File: config.mk
export PLATFORM = sky130hd
export DESIGN_NAME = cmwc_seed_fill
export DESIGN_NICKNAME = d
export VERILOG_FILES = /design/src/sv/cmwc_pkg.sv /design/src/sv/cmwc_seed_fill.sv
export SDC_FILE = /design/constraint.sdc
export NUM_CORES = 1
export LEC_CHECK = 0
export ABC_AREA = 1
export BUFFER_PORTS_ARGS = -buffer_cell sky130_fd_sc_hd__clkbuf_2
export CAP_MARGIN = 10
export CORE_ASPECT_RATIO = 1.5
export CORE_MARGIN = 10
export CORE_UTILIZATION = 45
export DETAILED_ROUTE_END_ITERATION = 16
export GPL_TIMING_DRIVEN = 0
export SLEW_MARGIN = 20
export SYNTH_ARGS = -nofsm -noshare
export SYNTH_HDL_FRONTEND = slang
export SYNTH_SLANG_ARGS = --single-unit
File: constraint.sdc
create_clock -name clk -period 4.18 [get_ports clk]
set_input_delay 0 -clock clk [delete_from_list [all_inputs] [get_ports clk]]
set_output_delay 0 -clock clk [all_outputs]
set_load 0.1 [all_outputs]
File: src/sv/cmwc_pkg.sv
`timescale 1ns / 1ps
`default_nettype none

package cmwc_pkg;

    // lag table geometry
    localparam int TABLE_DEPTH = 4096;
    localparam int IDX_W       = $clog2(TABLE_DEPTH);
    localparam logic [IDX_W-1:0] IDX_LAST = IDX_W'(TABLE_DEPTH - 1);

    // word and arithmetic widths
    localparam int WORD_W  = 32;
    localparam int MULT_W  = 15;
    localparam int PROD_W  = WORD_W + MULT_W;
    localparam int CARRY_W = 19;

    // generator constants
    localparam logic [WORD_W-1:0]  GOLDEN_PHI = 32'h9e37_79b9;
    localparam logic [MULT_W-1:0]  CMWC_MULT  = 15'd18782;
    localparam logic [WORD_W-1:0]  CMWC_BASE  = 32'hffff_fffe;
    localparam logic [CARRY_W-1:0] CARRY_INIT = 19'd362436;

    // request opcodes
    localparam logic OP_SEED = 1'b0;
    localparam logic OP_DRAW = 1'b1;

    // table write issued by the seed filler
    typedef struct packed {
        logic              en;
        logic              last;
        logic [IDX_W-1:0]  addr;
        logic [WORD_W-1:0] data;
    } seed_wr_t;

    // step controls for the draw datapath
    typedef struct packed {
        logic mul_en;
        logic add_en;
        logic commit;
    } draw_ctrl_t;

endpackage

`default_nettype wire

File: src/sv/cmwc_seed_fill.sv
`timescale 1ns / 1ps
`default_nettype none

module cmwc_seed_fill
    import cmwc_pkg::*;
(
    input  wire logic              clk,
    input  wire logic              rst_n,
    input  wire logic              start,
    input  wire logic [WORD_W-1:0] seed,
    output seed_wr_t               wr
);

    logic              busy_reg, busy_next;
    logic [IDX_W-1:0]  k_reg, k_next;
    logic [WORD_W-1:0] w1_reg, w2_reg, w3_reg;   // entries k-1, k-2, k-3
    logic [WORD_W-1:0] fill_word;

    // first three entries step by phi, the rest mix the two older words with phi and the index
    always_comb
    begin
        if (k_reg < IDX_W'(3))
        begin
            fill_word = w1_reg + GOLDEN_PHI;
        end
        else
        begin
            fill_word = w3_reg ^ w2_reg ^ GOLDEN_PHI ^ WORD_W'(k_reg);
        end
    end

    assign wr.en   = busy_reg;
    assign wr.last = busy_reg && (k_reg == IDX_LAST);
    assign wr.addr = k_reg;
    assign wr.data = fill_word;

    // sweep control
    always_comb
    begin
        busy_next = busy_reg;
        k_next    = k_reg;
        if (start)
        begin
            busy_next = 1'b1;
            k_next    = '0;
        end
        else if (busy_reg)
        begin
            if (k_reg == IDX_LAST)
            begin
                busy_next = 1'b0;
            end
            k_next = k_reg + IDX_W'(1);
        end
    end

    always_ff @(posedge clk or negedge rst_n)
    begin
        if (!rst_n)
        begin
            busy_reg <= 1'b0;
            k_reg    <= '0;
        end
        else
        begin
            busy_reg <= busy_next;
            k_reg    <= k_next;
        end
    end

    // history of the last three words; seed minus phi primes entry zero
    always_ff @(posedge clk)
    begin
        if (start)
        begin
            w1_reg <= seed - GOLDEN_PHI;
        end
        else if (busy_reg)
        begin
            w3_reg <= w2_reg;
            w2_reg <= w1_reg;
            w1_reg <= fill_word;
        end
    end

endmodule

`default_nettype wire

**Yosys cells after proc, flatten, opt, wreduce, memory -nomap -nowiden**

Cells that the tools add are included.

- Multiplexer cells: 8
- Eq/ne operators: 1
- Reduce and logical (&&, ||, !) cells: 3
- Div/mod/pow operators: 0
- Add/subtract/negate cells: 3
- Bitwise gates (word level): 4
- Multiply operators: 0
- Shift-type cells: 0
- $lt $le $gt $ge: 1

Operators with widths:

| kind | number |
|---|---|
| 32-bit 2-to-1 mux | 3 |
| 32-bit adder (second input constant) | 1 |
| 32-bit subtractor (second input constant) | 1 |
| 32-bit by 12-bit XOR with 32-bit output | 1 |
| 32-bit XOR | 1 |
| 12-bit 2-to-1 mux | 2 |
| 20-bit inverter | 1 |
| 12-bit by 1-bit adder with 12-bit output (second input constant) | 1 |
| 12-bit == test (second input constant) | 1 |
| 12-bit by 2-bit less-than comparator with 1-bit output (second input constant) | 1 |
| 1-bit 2-to-1 mux | 3 |
| 2-bit AND reduction | 1 |
| 2-bit nonzero test | 1 |
| 1-bit logical AND | 1 |
| 1-bit inverter | 1 |

- Memory bits (read-only): 0
- Word-level logic and storage cells: 25
- Input port bits: 35
- Output and inout bits: 46
- Bits in latches: 0
- Flip-flop bits (word level): 109
- Bits in writable memories: 0
- Memories kept: 0

**Longest topological paths before layout**

- Word-level depth: 6
- Depth in mapped cells: 13
- Gate-level depth less buffers: 13

**Least setup slack after synthesis**

Ideal clock, no wire load.

- Path kind: register to register
- Start point: register busy_reg
- End point: register w2_reg[0], enable pin
- Arrival: 3.287 ns
- Data required time: 3.688 ns
- Stages on the path, launching flop included: 3
- Library setup time: 0.492 ns
- Clock period less this slack: 3.779 ns
- Setup slack: 0.401 ns
- Path buffers: 0
- Cell sequence: dfrtp_1 inv_2 nor2_1

- Word-level cells in the longest chain between the ends: 1

RTL lines:

| element | RTL line | source |
|---|---|---|
| from (decl) | cmwc_seed_fill.sv:14 | `logic busy_reg, busy_next;` |
| from (signal assigned) | cmwc_seed_fill.sv:66 | `busy_reg <= busy_next;` |
| 2-bit AND reduction (no source line) | -- |  |
| to (signal assigned) | cmwc_seed_fill.sv:81 | `w2_reg <= w1_reg;` |
| to (decl) | cmwc_seed_fill.sv:16 | `logic [WORD_W-1:0] w1_reg, w2_reg, w3_reg;` |

Every way passes these cells.
A chain may end at the register's enable or synchronous reset.

==> summary.md <==
| Metric | Value |
|---|---|
| Status | `complete, no violations` |
| CTS tree | `yes` |
| Power Density | `around 570 mW/mm²` |
| Unrepaired setup endpoints after global routing | `no` |
| Vias in the first global route | `approximately 6300` |
| Gpl congestion | `between 0.9 and 1` |
| WHS | `roughly 0.026 ns` |
| Die span in x | `123 µm` |
| Final hold violations | `0` |
| Final HPWL DP | `around 17 mm` |
| Initial DRC count | `approximately 380` |
| Clk pin slew, worst setup/hold paths | `~0.07 ns` |
| Die area | `0.0215 mm²` |
| Max-Cap Viols | `0` |
| Chip height | `175 µm` |
| Cell Area, Synth | `roughly 0.007 mm²` |
| Overall via count from detail_route | `between 6000 and 7000` |
| Tot GR Track Use | `between 10% and 20%` |
| Root buffer cell | `clkbuf_16` |
| Clock skew | `between 0.015 and 0.02 ns` |
| Commonest non-fill, non-tap cell in the layout | `nand2_1` |
| Ys flop type | `edfxtp_1` |
| Setup crit end kind | `output port` |
| Net count, final | `about 1100` |
| Startpoint types | `flop` |
| Tightest Pin Transition | `between 0.7 and 0.8 ns` |
| Most frequent cells in the layout | `nand2_1, inv_1, nand3_1` |
| Final Critical Period | `about 2.6 ns` |
| Post-DRT Antenna Nets | `0` |
| Antenna diodes | `0` |
| P_leak | `~3.8 nW` |
| Post-CTS Setup Bufs | `0` |
| Post-synth EDFFs | `96` |
| Initial Util | `between 40% and 50%` |
| Share of layout cells above drive strength 1 | `between 10% and 20%` |
| Final instance area | `just over 0.008 mm²` |
| Synth async-reset ratio | `11.9%` |
| Worst Path Required | `~4.2 ns` |
| Kind of critical path | `reg2out` |
| Gr ovfl total | `0` |
| Num ports | `a little over 80` |
| Largest net degree at the start of global routing | `30` |
| Core box area | `~0.016 mm²` |
| Design Power | `about 4.6 mW` |
| Buffers on Ports | `about 80` |
| Final WL | `around 21 mm` |
| Worst min path class | `in2reg` |
| Clk Latency, worst-skew pair | `around 0.36 ns` |
| Initial antenna violation count | `0` |
| Fin. max-slew vios | `0` |
| CTS buffer count | `9` |
| Vias per Instance | `around 5.1` |
| Register bit total from synthesis | `roughly 110` |
| Post-synthesis cell type count | `38` |
| Max Fclk | `roughly 380 MHz` |
| # setup viols final | `0` |
| Worst R2R Start | `k_reg[6]` |
| Rows | `56` |
| Area after DPL | `between 0.007 and 0.008 mm²` |
| Syn avg cell area | `about 7.5 µm²` |
| Setup TNS | `0 ns` |
| Register area share after synthesis | `between 40 and 50%` |
| Post-Syn Instances | `955` |
| Min-delay src | `seed[31]` |
| Rel. slew slack | `approximately half` |
| Sinks on Clock Net | `109` |
| Fillers | `1584` |
| CP startpoint | `k_reg[6]` |
| First-pass GRT wire length | `between 30 and 40 mm` |
| Synth-to-Final Area Change | `14.6%` |
| Max VDD drop | `just over 0.0004 V` |
| CP max FO | `10` |
| Period utilisation layout | `~63%` |
| Worst EP arrival | `~2.6 ns` |
| H-tree Lvls | `3` |
| Warnings from Yosys | `0` |
| Syn nets | `between 900 and 1000` |
| DR WL/cell | `roughly 17 µm` |
| First-pass DRT Iterations | `5` |
| Worst-case clock buffer depth | `2` |
| Remaining routing DRC violations | `0` |
## cell type report
cell class	count	area (µm²)	share of cell area [%]
repair buffers	84	475	5.78
multi-input cells	711	3430	41.7
clock buffers	9	225	2.74
well taps	203	254	3.09
inverters	118	443	5.38
clock inverters	7	87.6	1.06
plain buffers	17	103	1.25
flip-flops and latches	109	3210	39.0
## path summary, 6_finish.rpt
path,endpoint,slack (ns),cells after the start
max in group asynchronous,k_reg[9],3.85,2
setup / recovery,wr[15],1.55,9
hold reg to reg,w2_reg[15],0.46,0
hold / removal,w1_reg[31],0.03,4
min in group asynchronous,k_reg[0],0.06,2
setup reg to reg,w1_reg[13],2.01,9
## critical path: stages (launching register included)
cell,delay (ns)
dfrtp_1,0.43
inv_2,0.13
nand2_1,0.08
nor3_2,0.13
nand4_1,0.17
nor3_2,0.25
buf_2,0.29
nand2_1,0.08
o21ai_1,0.19
clkbuf_2,0.52
## cell usage after synthesis, types with 2 or more instances
cell type / n / area share [%]
ha_1: 3 / 0.52
nand3b_1: 6 / 0.63
nor2_1: 90 / 4.7
xnor2_1: 26 / 3.2
o21ai_0: 17 / 1.2
nor2_2: 3 / 0.26
o21ai_1: 20 / 1.4
nor3_2: 3 / 0.42
xor2_1: 36 / 4.4
nor3_1: 9 / 0.63
buf_2: 4 / 0.28
a31oi_1: 4 / 0.35
or2_2: 3 / 0.26
and2_1: 12 / 1.0
a21oi_1: 25 / 1.7
nand3_1: 111 / 7.7
nand4_1: 11 / 0.96
inv_2: 3 / 0.16
clkbuf_1: 8 / 0.42
nand2_1: 319 / 17
edfxtp_1: 96 / 40
dfrtp_1: 13 / 4.5
inv_1: 114 / 6.0
buf_6: 4 / 0.63
o21a_1: 2 / 0.21
## report_power, final
part           leakage [nW]  switching, mW  internal (mW)
Combinational          2.53           1.74          0.439
Sequential             1.15          0.160           1.40
Clock                 0.154          0.429          0.481
Total                  3.84           2.33           2.32
## routing by layer
layer	share of wire (%)	GRT usage [%]	wire [µm]
met5	0	0	0
met4	3.5	7.94	747
met3	3.3	2.58	695
met2	54	36.8	11400
met1	40	21.9	8400
## repair_timing
action                                 CTS  global route
gates resized for setup                  0             0
endpoints found under the hold margin   14             0
hold buffers                             2             0
## cell families after synthesis
family | synth area share, %
flip-flops | 44.7
adder cells (fa/ha/maj) | 0.523
XOR/XNOR | 7.57
buffers and inverters | 7.60
AO/OA/AOI/OAI | 5.55
AND/OR/NAND/NOR | 34.1
## metrics by stage
step / cells / setup slack (ns) / utilization (%)
final: 1258 / 1.55 / 52.6
after global routing: 1258 / 1.39 / 52.6
after CTS: 1258 / 1.52 / 52.6
after detailed placement: 1240 / 1.92 / 50.5
after global placement: 1237 / -1.06 / 50.1
after floorplan: 955 / 0.401 / -
Power figures use the tool's default switching activity.
