### src/sv/cmwc_pkg.sv
`timescale 1ns / 1ps
`default_nettype none

package cmwc_pkg;

    // lag table geometry
    localparam int TABLE_DEPTH = 4096;
    localparam int IDX_W       = $clog2(TABLE_DEPTH);
    localparam logic [IDX_W-1:0] IDX_LAST = IDX_W'(TABLE_DEPTH - 1);

    // word and arithmetic widths
    localparam int WORD_W  = 32;
    localparam int MULT_W  = 15;
    localparam int PROD_W  = WORD_W + MULT_W;
    localparam int CARRY_W = 19;

    // generator constants
    localparam logic [WORD_W-1:0]  GOLDEN_PHI = 32'h9e37_79b9;
    localparam logic [MULT_W-1:0]  CMWC_MULT  = 15'd18782;
    localparam logic [WORD_W-1:0]  CMWC_BASE  = 32'hffff_fffe;
    localparam logic [CARRY_W-1:0] CARRY_INIT = 19'd362436;

    // request opcodes
    localparam logic OP_SEED = 1'b0;
    localparam logic OP_DRAW = 1'b1;

    // table write issued by the seed filler
    typedef struct packed {
        logic              en;
        logic              last;
        logic [IDX_W-1:0]  addr;
        logic [WORD_W-1:0] data;
    } seed_wr_t;

    // step controls for the draw datapath
    typedef struct packed {
        logic mul_en;
        logic add_en;
        logic commit;
    } draw_ctrl_t;

endpackage

`default_nettype wire

### src/sv/cmwc_draw_unit.sv
`timescale 1ns / 1ps
`default_nettype none

module cmwc_draw_unit
    import cmwc_pkg::*;
(
    input  wire logic              clk,
    input  wire logic              rst_n,
    input  draw_ctrl_t             ctrl,
    input  wire logic [WORD_W-1:0] lag_word,
    output logic      [WORD_W-1:0] word
);

    logic [CARRY_W-1:0] carry_reg, carry_next;
    logic [PROD_W-1:0]  prod_reg;
    logic [PROD_W-1:0]  t_reg;
    logic [MULT_W-1:0]  t_hi;
    logic [WORD_W:0]    sum_raw;
    logic               wrap;
    logic [WORD_W-1:0]  sum_fix;

    // multiply step
    always_ff @(posedge clk)
    begin
        if (ctrl.mul_en)
        begin
            prod_reg <= PROD_W'(lag_word) * PROD_W'(CMWC_MULT);
        end
    end

    // add old carry
    always_ff @(posedge clk)
    begin
        if (ctrl.add_en)
        begin
            t_reg <= prod_reg + PROD_W'(carry_reg);
        end
    end

    // fold high half back in, correct on wrap
    always_comb
    begin
        t_hi       = t_reg[PROD_W-1:WORD_W];
        sum_raw    = {1'b0, t_reg[WORD_W-1:0]} + (WORD_W + 1)'(t_hi);
        wrap       = sum_raw[WORD_W];
        sum_fix    = sum_raw[WORD_W-1:0] + WORD_W'(wrap);
        carry_next = CARRY_W'(t_hi) + CARRY_W'(wrap);
        word       = CMWC_BASE - sum_fix;
    end

    always_ff @(posedge clk or negedge rst_n)
    begin
        if (!rst_n)
        begin
            carry_reg <= CARRY_INIT;
        end
        else if (ctrl.commit)
        begin
            carry_reg <= carry_next;
        end
    end

endmodule

`default_nettype wire

### config.mk
export PLATFORM = sky130hd
export DESIGN_NAME = cmwc_draw_unit
export DESIGN_NICKNAME = d
export VERILOG_FILES = /design/src/sv/cmwc_pkg.sv /design/src/sv/cmwc_draw_unit.sv
export SDC_FILE = /design/constraint.sdc
export NUM_CORES = 1
export LEC_CHECK = 0
export BUFFER_PORTS_ARGS = -buffer_cell sky130_fd_sc_hd__buf_2
export CAP_MARGIN = 40
export CELL_PAD_IN_SITES_DETAIL_PLACEMENT = 1
export CELL_PAD_IN_SITES_GLOBAL_PLACEMENT = 1
export CORE_ASPECT_RATIO = 0.7
export CORE_UTILIZATION = 50
export DETAILED_ROUTE_END_ITERATION = 10
export PLACE_DENSITY_LB_ADDON = 0.05
export REMOVE_ABC_BUFFERS = 1
export SETUP_SLACK_MARGIN = 0.02
export SYNTH_ARGS = -nofsm -noshare
export SYNTH_HDL_FRONTEND = slang
export SYNTH_SLANG_ARGS = --single-unit
### constraint.sdc
create_clock -name clk -period 13.5 [get_ports clk]
set_clock_uncertainty 0.05 [all_clocks]
set_input_delay 2.7 -clock clk [delete_from_list [all_inputs] [get_ports clk]]
set_output_delay 2.7 -clock clk [all_outputs]
set_load 0.005 [all_outputs]
# ---- Yosys cells after proc, flatten, opt, wreduce, memory -nomap -nowiden
# Cells that the tools add are included.
dict set report op_classes {
  add_sub_neg 5
  n_mul 1
}
# op n
set ops {}
lappend ops {{$add A47 B19 Y47} 1}
lappend ops {{$mul A32 B14 Y46 const B} 1}
lappend ops {{$add A32 B15 Y33} 1}
lappend ops {{$add A32 B1 Y32} 1}
lappend ops {{$sub A32 B32 Y32 const A} 1}
lappend ops {{$add A15 B1 Y16} 1}
dict set report totals {
  reg_bits 112
  elab_cells 9
  output_inout_bits 32
}

# ---- Longest topological paths before layout
# Gate-level depths: netlist of the first run.
dict set report depth {
  word_depth 3
  ltp_mapped 23
  ltp_nobuf 23
}

# ---- Worst setup path after synthesis of the first run
# Ideal clock, no wire load.
dict set report synth_path {
  path_kind {input to register}
  startpoint {input port lag_word[15]}
  endpoint {register prod_reg[44] (data pin)}
  setup_slack_ps 4967
  required_time_ps 13184
  setup_time_ps 266
  t_arrival_ps 8217
  path_stages 21
  path_cell_list {ha_1 -> inv_1 -> fa_1 -> inv_1 -> fa_1 -> fa_1 -> fa_1 -> inv_1 -> fa_1 -> inv_1 -> ha_1 -> a21oi_1 -> o21ai_1 -> a221o_1 -> a221o_1 -> a21o_1 -> a41o_1 -> a221o_1 -> a2111oi_0 -> nor3_1 -> xor2_1}
}
dict set report synth_via {
  elab_chain_cells 1
}
# element line
set synth_lines {}
lappend synth_lines {{from (decl)} cmwc_draw_unit.sv:10} ;# input wire logic [WORD_W-1:0] lag_word,
lappend synth_lines {{$mul A32 B14 Y46} cmwc_draw_unit.sv:27} ;# prod_reg <= PROD_W'(lag_word) * PROD_W'(CMWC_MULT);
lappend synth_lines {{to (signal assigned)} cmwc_draw_unit.sv:27}
lappend synth_lines {{to (decl)} cmwc_draw_unit.sv:15} ;# logic [PROD_W-1:0] prod_reg;
# No other way between the ends.
# A chain may end at the register's enable or synchronous reset.

# ---- Worst setup path in the final report of the first run
dict set report layout_path {
  startpoint {input port lag_word[14]}
  endpoint {register prod_reg[44] (data pin)}
}
# The elaborated chain is that of the path after synthesis.

==> flow_summary.ini, run 1 <==
[clock_network]
numCtsBuffers = 9
clk_path_buf_depth = 2
cts.sinks = 110
cts.repair.resized = 0
cts_root_buffer = clkbuf_16
clk_pin_slew_ns = 0.08
postCtsSetupBuffers = 0
htree_num_levels = 3
cts_tree = done
clk_latency_ns = 0.36
ctsHoldBuffers = 0

[synth]
synth-edff-count = 93
yosys-top-cells-area = fa_1 22%, ha_1 20%, edfxtp_1 18%
syn_inst = 1557
synth_top_area_cell = fa_1
synth.cell_area_um2 = 15600
avgSynthCellArea_um2 = 10.0
synth_top_area_share_pct = 21.8
synth_warnings = 0
async_reset_ff_share_pct = 15.5
yosysUniqueCellTypes = 86
ys.flop_type = edfxtp_1
seq_area_frac_synth_pct = 20.6
synth_seq_cells = 110

[final_layout]
final_nets = 2074
antenna_cells = 0
ff_latch_area_um2 = 3230
largest_reg_flops = 47
nFillCells = 3439
syn2layout_area_growth_pct = 7.31
layout-drive-gt1-share_pct = 7.89
multi_input_area_um2 = 11200

[outcome]
status = finished, final reports clean

[placed_design]
numPortBuffers = 68
dpl.hpwl_um = 33700
gp_congestion = 0.850

[global_routing]
grt_pass1_wl_um = 63100
gr-usage-all-layers_pct = 25.3
grt_pass1_vias = 11796
antenna_found_initial = 0
grt_start_max_net_pins = 43
gr-total-overflow = 0

[sta]
worst_pin_slew_ns = 0.723
rsz0062_at_grt = false
slew-limit-headroom_pct = 51.5
finalCritPeriodShare_pct = 65.2
fin_crit_ns = 8.81
finalSetupViolations = 0
hold_violations = 0
finalMaxSlewViolations = 0
max_freq_ghz = 0.114
final.setup.tns_ns = 0

[route]
wirelength_um = 38600
dr.pass1.iters = 5
drt_iter0_drc = 454
drcViolationCount = 0
viasPerCell = 5.51
num_vias = 11204
drtAntennaViolNets = 0
wire_per_inst_um = 19.0

[floorplan]
die-area_um2 = 32000
fp.dieW_um = 213
initial_core_util_pct = 51.5
core_um2 = 30400
rows = 53
io_pins = 69
die_y_um = 150

[critical_path]
start_kind = primary input
critical_path.startpoint = lag_word[14]
rrSetupSlack_ns = 9.43
crit_required_ns = 13.56
critPathCaptureType = register
setup.worst_path.end = prod_reg[44]
arrival_ns = 8.87
reg2reg_from = t_reg[34]
reg2regPathDepth = 14
cp_max_fo = 8
critPathKind = in -> reg
rr_endpoint = carry_reg[14]

[min_path]
hold_path_depth = 0
hp-start = carry_reg[0]
hp-class = reg -> reg

[run]
maxCapViolCount = 0
[how the worst min path moves through the flow]
stage | to | slack [ns]
final | t_reg[0] | 0.42
after global routing | t_reg[0] | 0.42
after CTS | t_reg[0] | 0.42
after detailed placement | t_reg[0] | 0.41
after global placement | t_reg[0] | 0.38
after floorplan | t_reg[0] | 0.37
[layout make-up]
cell class,instances,share of cell area (%)
multi-input cells,1140,67.0
flip-flops and latches,110,19.2
inverters,284,6.35
well taps,412,3.07
repair buffers,72,2.36
clock buffers,9,1.34
clock inverters,7,0.597
[logic make-up after synthesis]
group | share of synthesized area, %
multiplexers | 0.496
XOR/XNOR | 8.12
buffers and inverters | 7.41
adder cells (fa/ha/maj) | 41.8
flip-flops | 20.6
AND/OR/NAND/NOR | 10.2
AO/OA/AOI/OAI | 11.4
[placed cells by master, fill, tap and decap left out, types with 8 or more instances in the layout]
master	n
nand3_1	43
inv_1	284
o21bai_1	13
dfstp_2	8
buf_2	68
edfxtp_1	93
and3_1	30
o21ai_0	32
dfrtp_1	9
ha_1	250
fa_1	170
xor2_1	52
a21oi_1	95
nor2b_1	12
o21a_1	8
xnor2_1	93
nand2b_1	10
nand2_1	68
nor3_1	21
nand4_1	14
clkbuf_16	9
a21o_1	41
nor2_1	63
[metrics by stage]
| stage | setup WS, ns | hold WS [ns] | std cells | utilization, % | area, um^2 |
|---|---|---|---|---|---|
| global route | 4.29 | 0.422 | 2034 | 55.2 | 16800 |
| CTS | 4.67 | 0.420 | 2034 | 55.2 | 16800 |
| floorplan | 4.97 | 0.371 | 1534 | - | 15500 |
| detailed placement | 4.31 | 0.406 | 2018 | 54.2 | 16500 |
| global placement | 4.54 | 0.385 | 2016 | 54.0 | 16400 |
| finish | 4.69 | 0.423 | 2034 | 55.2 | 16800 |
[routing by layer]
metal / GRT usage, % / share of wire [%] / vias to the layer above
li1: - / - / 5407
met1: 36.3 / 49 / 5635
met2: 42.1 / 47 / 138
met3: 2.54 / 2.5 / 24
met4: 3.64 / 0.92 / 0
met5: 0 / 0 / -
[synth_stat cells, drive strengths merged, types with 14 or more instances]
cell      n
inv     284
ha      250
fa      170
a21oi    96
edfxtp   93
xnor2    93
nand2    68
nor2     63
xor2     52
nand3    43
a21o     42
o21ai    40
and3     30
nor3     22
clkbuf   19
nand4    14
[worst max-delay path: stages]
cell,delay [ns]
buf_2,0.18
ha_1,0.30
inv_1,0.05
fa_1,0.50
inv_1,0.06
fa_1,0.53
fa_1,0.46
fa_1,0.56
inv_1,0.06
fa_1,0.49
inv_1,0.04
ha_1,0.36
a21oi_1,0.17
o21ai_1,0.11
a221o_1,0.34
a221o_1,0.34
a21o_1,0.19
a41o_1,0.27
a221o_1,0.39
a2111oi_0,0.47
nor3_1,0.13
xor2_1,0.16
Power of run 1 is left out: the tool's default activity adds up to more than one toggle a clock period on the data nets, which glitch-free logic cannot reach.
==> inputs of run 2 (changes only) <==
--- a/config.mk
+++ b/config.mk
@@ -5,12 +5,13 @@
 export SDC_FILE = /design/constraint.sdc
 export NUM_CORES = 1
 export LEC_CHECK = 0
+export ABC_AREA = 1
 export BUFFER_PORTS_ARGS = -buffer_cell sky130_fd_sc_hd__buf_2
 export CAP_MARGIN = 40
 export CELL_PAD_IN_SITES_DETAIL_PLACEMENT = 1
 export CELL_PAD_IN_SITES_GLOBAL_PLACEMENT = 1
 export CORE_ASPECT_RATIO = 0.7
-export CORE_UTILIZATION = 50
+export CORE_UTILIZATION = 45
 export DETAILED_ROUTE_END_ITERATION = 10
 export PLACE_DENSITY_LB_ADDON = 0.05
 export REMOVE_ABC_BUFFERS = 1
==> constraint.sdc (replaced) <==
create_clock -name clk -period 7.3 [get_ports clk]
set_clock_uncertainty 0.05 [all_clocks]
set_input_delay 1.46 -clock clk [delete_from_list [all_inputs] [get_ports clk]]
set_output_delay 1.46 -clock clk [all_outputs]
set_load 0.005 [all_outputs]
==> flow_summary.ini, run 2 <==
[final_layout]
final_nets = 2685
nFillCells = 4644
layout_commonest_cell = inv_1
layout_common_cells = 474 x inv_1, 412 x nand2_1, 250 x ha_1
syn2layout_area_growth_pct = 7.78
final_util_pct = 50.0
largest_reg_flops = 47
antenna_cells = 0
layout-drive-gt1-share_pct = 8.37

[route]
dr.pass1.iters = 5
wirelength_um = 56000
drt_iter0_drc = 1055
num_vias = 14618
drtAntennaViolNets = 0
drcViolationCount = 0
wire_per_inst_um = 20.6
viasPerCell = 5.37

[clock_network]
cts_tree = done
ctsHoldBuffers = 0
numCtsBuffers = 9
clk_pin_slew_ns = 0.08
postCtsSetupBuffers = 0
cts.sinks = 110
cts_root_buffer = clkbuf_16
clk_path_buf_depth = 2
htree_num_levels = 3
clk_latency_ns = 0.38
cts.repair.resized = 0

[floorplan]
initial_core_util_pct = 46.3
die-area_um2 = 39600
fp.dieW_um = 237
core_um2 = 37600
io_pins = 69
rows = 59
die_y_um = 167

[synth]
synth_top_area_share_pct = 19.5
yosys-top-cells-area = fa_1 20%, ha_1 18%, edfxtp_1 16%
synth_seq_cells = 110
synth_top_family_by_area = adder cells
synth-edff-count = 93
async_reset_ff_share_pct = 15.5
yosys.area_share.simple_pct = 21.5
yosysMostFrequentCell = inv_1
ys.flop_type = edfxtp_1
yosysUniqueCellTypes = 53
synth.cell_area_um2 = 17400
synth_common_cells = 474 x inv_1, 412 x nand2_1, 250 x ha_1, 170 x fa_1, 152 x nor2_1
synth_fa_ha_area_share_pct = 37.4
synth_warnings = 0
synth_top_area_cell = fa_1
seq_area_frac_synth_pct = 18.5
synth_xor_area_share_pct = 5.82
syn_inst = 2138
synthMuxAreaShare_pct = 0
avgSynthCellArea_um2 = 8.16
synth_compound_area_share_pct = 6.40

[sta]
worst_pin_slew_ns = 0.740
finalSetupViolations = 0
rsz0062_at_grt = false
fin_crit_ns = 6.86
finalMaxSlewViolations = 0
slew-limit-headroom_pct = 50.2
final.setup.tns_ns = 0
finalCritPeriodShare_pct = 94.0
hold_violations = 0
max_freq_ghz = 0.146

[global_routing]
grt_start_max_net_pins = 40
grt_pass1_vias = 15377
gr-total-overflow = 0
gr-usage-all-layers_pct = 29.6
grt_pass1_wl_um = 89500
antenna_found_initial = 0

[critical_path]
max_stage_delay_ns = 0.55
cp_max_fo = 8
critPathCaptureType = register
critPathKind = in -> reg
arrival_ns = 6.98
path_cells = buf_2 > ha_1 > inv_1 > fa_1 > inv_1 > fa_1 > fa_1 > fa_1 > inv_1 > fa_1 > inv_1 > ha_1 > nand2_1 > nor2_1 > inv_1 > nor3_1 > a21oi_1 > o21ai_0 > a21oi_1 > xnor2_1
crit_required_ns = 7.41
crit_path_top_delay_cell = fa_1
start_kind = primary input
reg2regPathDepth = 23

[min_path]
hold_path_depth = 0
hp-class = reg -> reg

[outcome]
status = finished, final reports clean

[placed_design]
gp_congestion = 0.959
numPortBuffers = 68
dpl.hpwl_um = 49500

[run]
maxCapViolCount = 0
-- run 2: cell types whose count changed in the layout (fill, tap and decap cells not counted), sizes merged, moves of 12 or more --
cell and delta:
nand2 +372, and3 -27, o21ai +13, nor2 +116
a21o -32, xor2 +33, xnor2 -63, nand4 +18
nor2b -12, nand3 +51, inv +196
-- run 2: layout make-up --
class	instances	area, um^2	area share, %
clock buffers	9	225	1.20
clock inverters	7	62.6	0.333
inverters	479	1800	9.56
multi-input cells	1546	12400	66.0
flip-flops and latches	110	3230	17.2
well taps	488	611	3.25
repair buffers	82	470	2.50
-- run 2: per-layer routing --
layer	GRT usage (%)	vias to the layer above	share of wire (%)
met5	0	-	0
li1	-	7003	-
met1	48.4	7223	54
met4	2.24	0	0.44
met2	39.4	370	37
met3	7.44	22	8.2
-- run 2: logic make-up after synthesis --
logic type      Yosys count
buf+inv                 482
simple gates            814
compound gates          197
fa+ha+maj               420
flops                   110
xor+xnor                115
-- run 2: path summary, 6_finish.rpt --
| check | slack, ns | start | end |
|---|---|---|---|
| worst min register to register | 0.40 | carry_reg[0] | t_reg[0] |
| worst max register to register | 2.41 | t_reg[43] | carry_reg[14] |
| min in group asynchronous | 0.97 | rst_n | carry_reg[1] |
| max in group asynchronous | 5.88 | rst_n | carry_reg[10] |
| worst max-delay path | 0.44 | lag_word[14] | prod_reg[27] |
| worst min-delay path | 0.40 | carry_reg[0] | t_reg[0] |
-- run 2: per-stage QoR --
stage	cells	instance area, um^2	worst slack [ns]	hold slack [ns]
2_1_floorplan	2135	17400	1.15	0.375
3_3_place_gp	2703	18500	0.0762	0.393
3_5_place_dp	2705	18500	0.150	0.384
4_1_cts	2721	18800	0.516	0.404
5_1_grt	2721	18800	0.135	0.418
6_report	2721	18800	0.436	0.402
-- run 2: critical path, delay by kind of cell --
family / cells / cell delay (ns)
XOR/XNOR: 1 / 0.31
AO/OA/AOI/OAI: 3 / 0.73
AND/OR/NAND/NOR: 3 / 0.79
buffers and inverters: 6 / 0.50
adder cells (fa/ha/maj): 7 / 3.19
Power of run 2 is left out for the same reason.
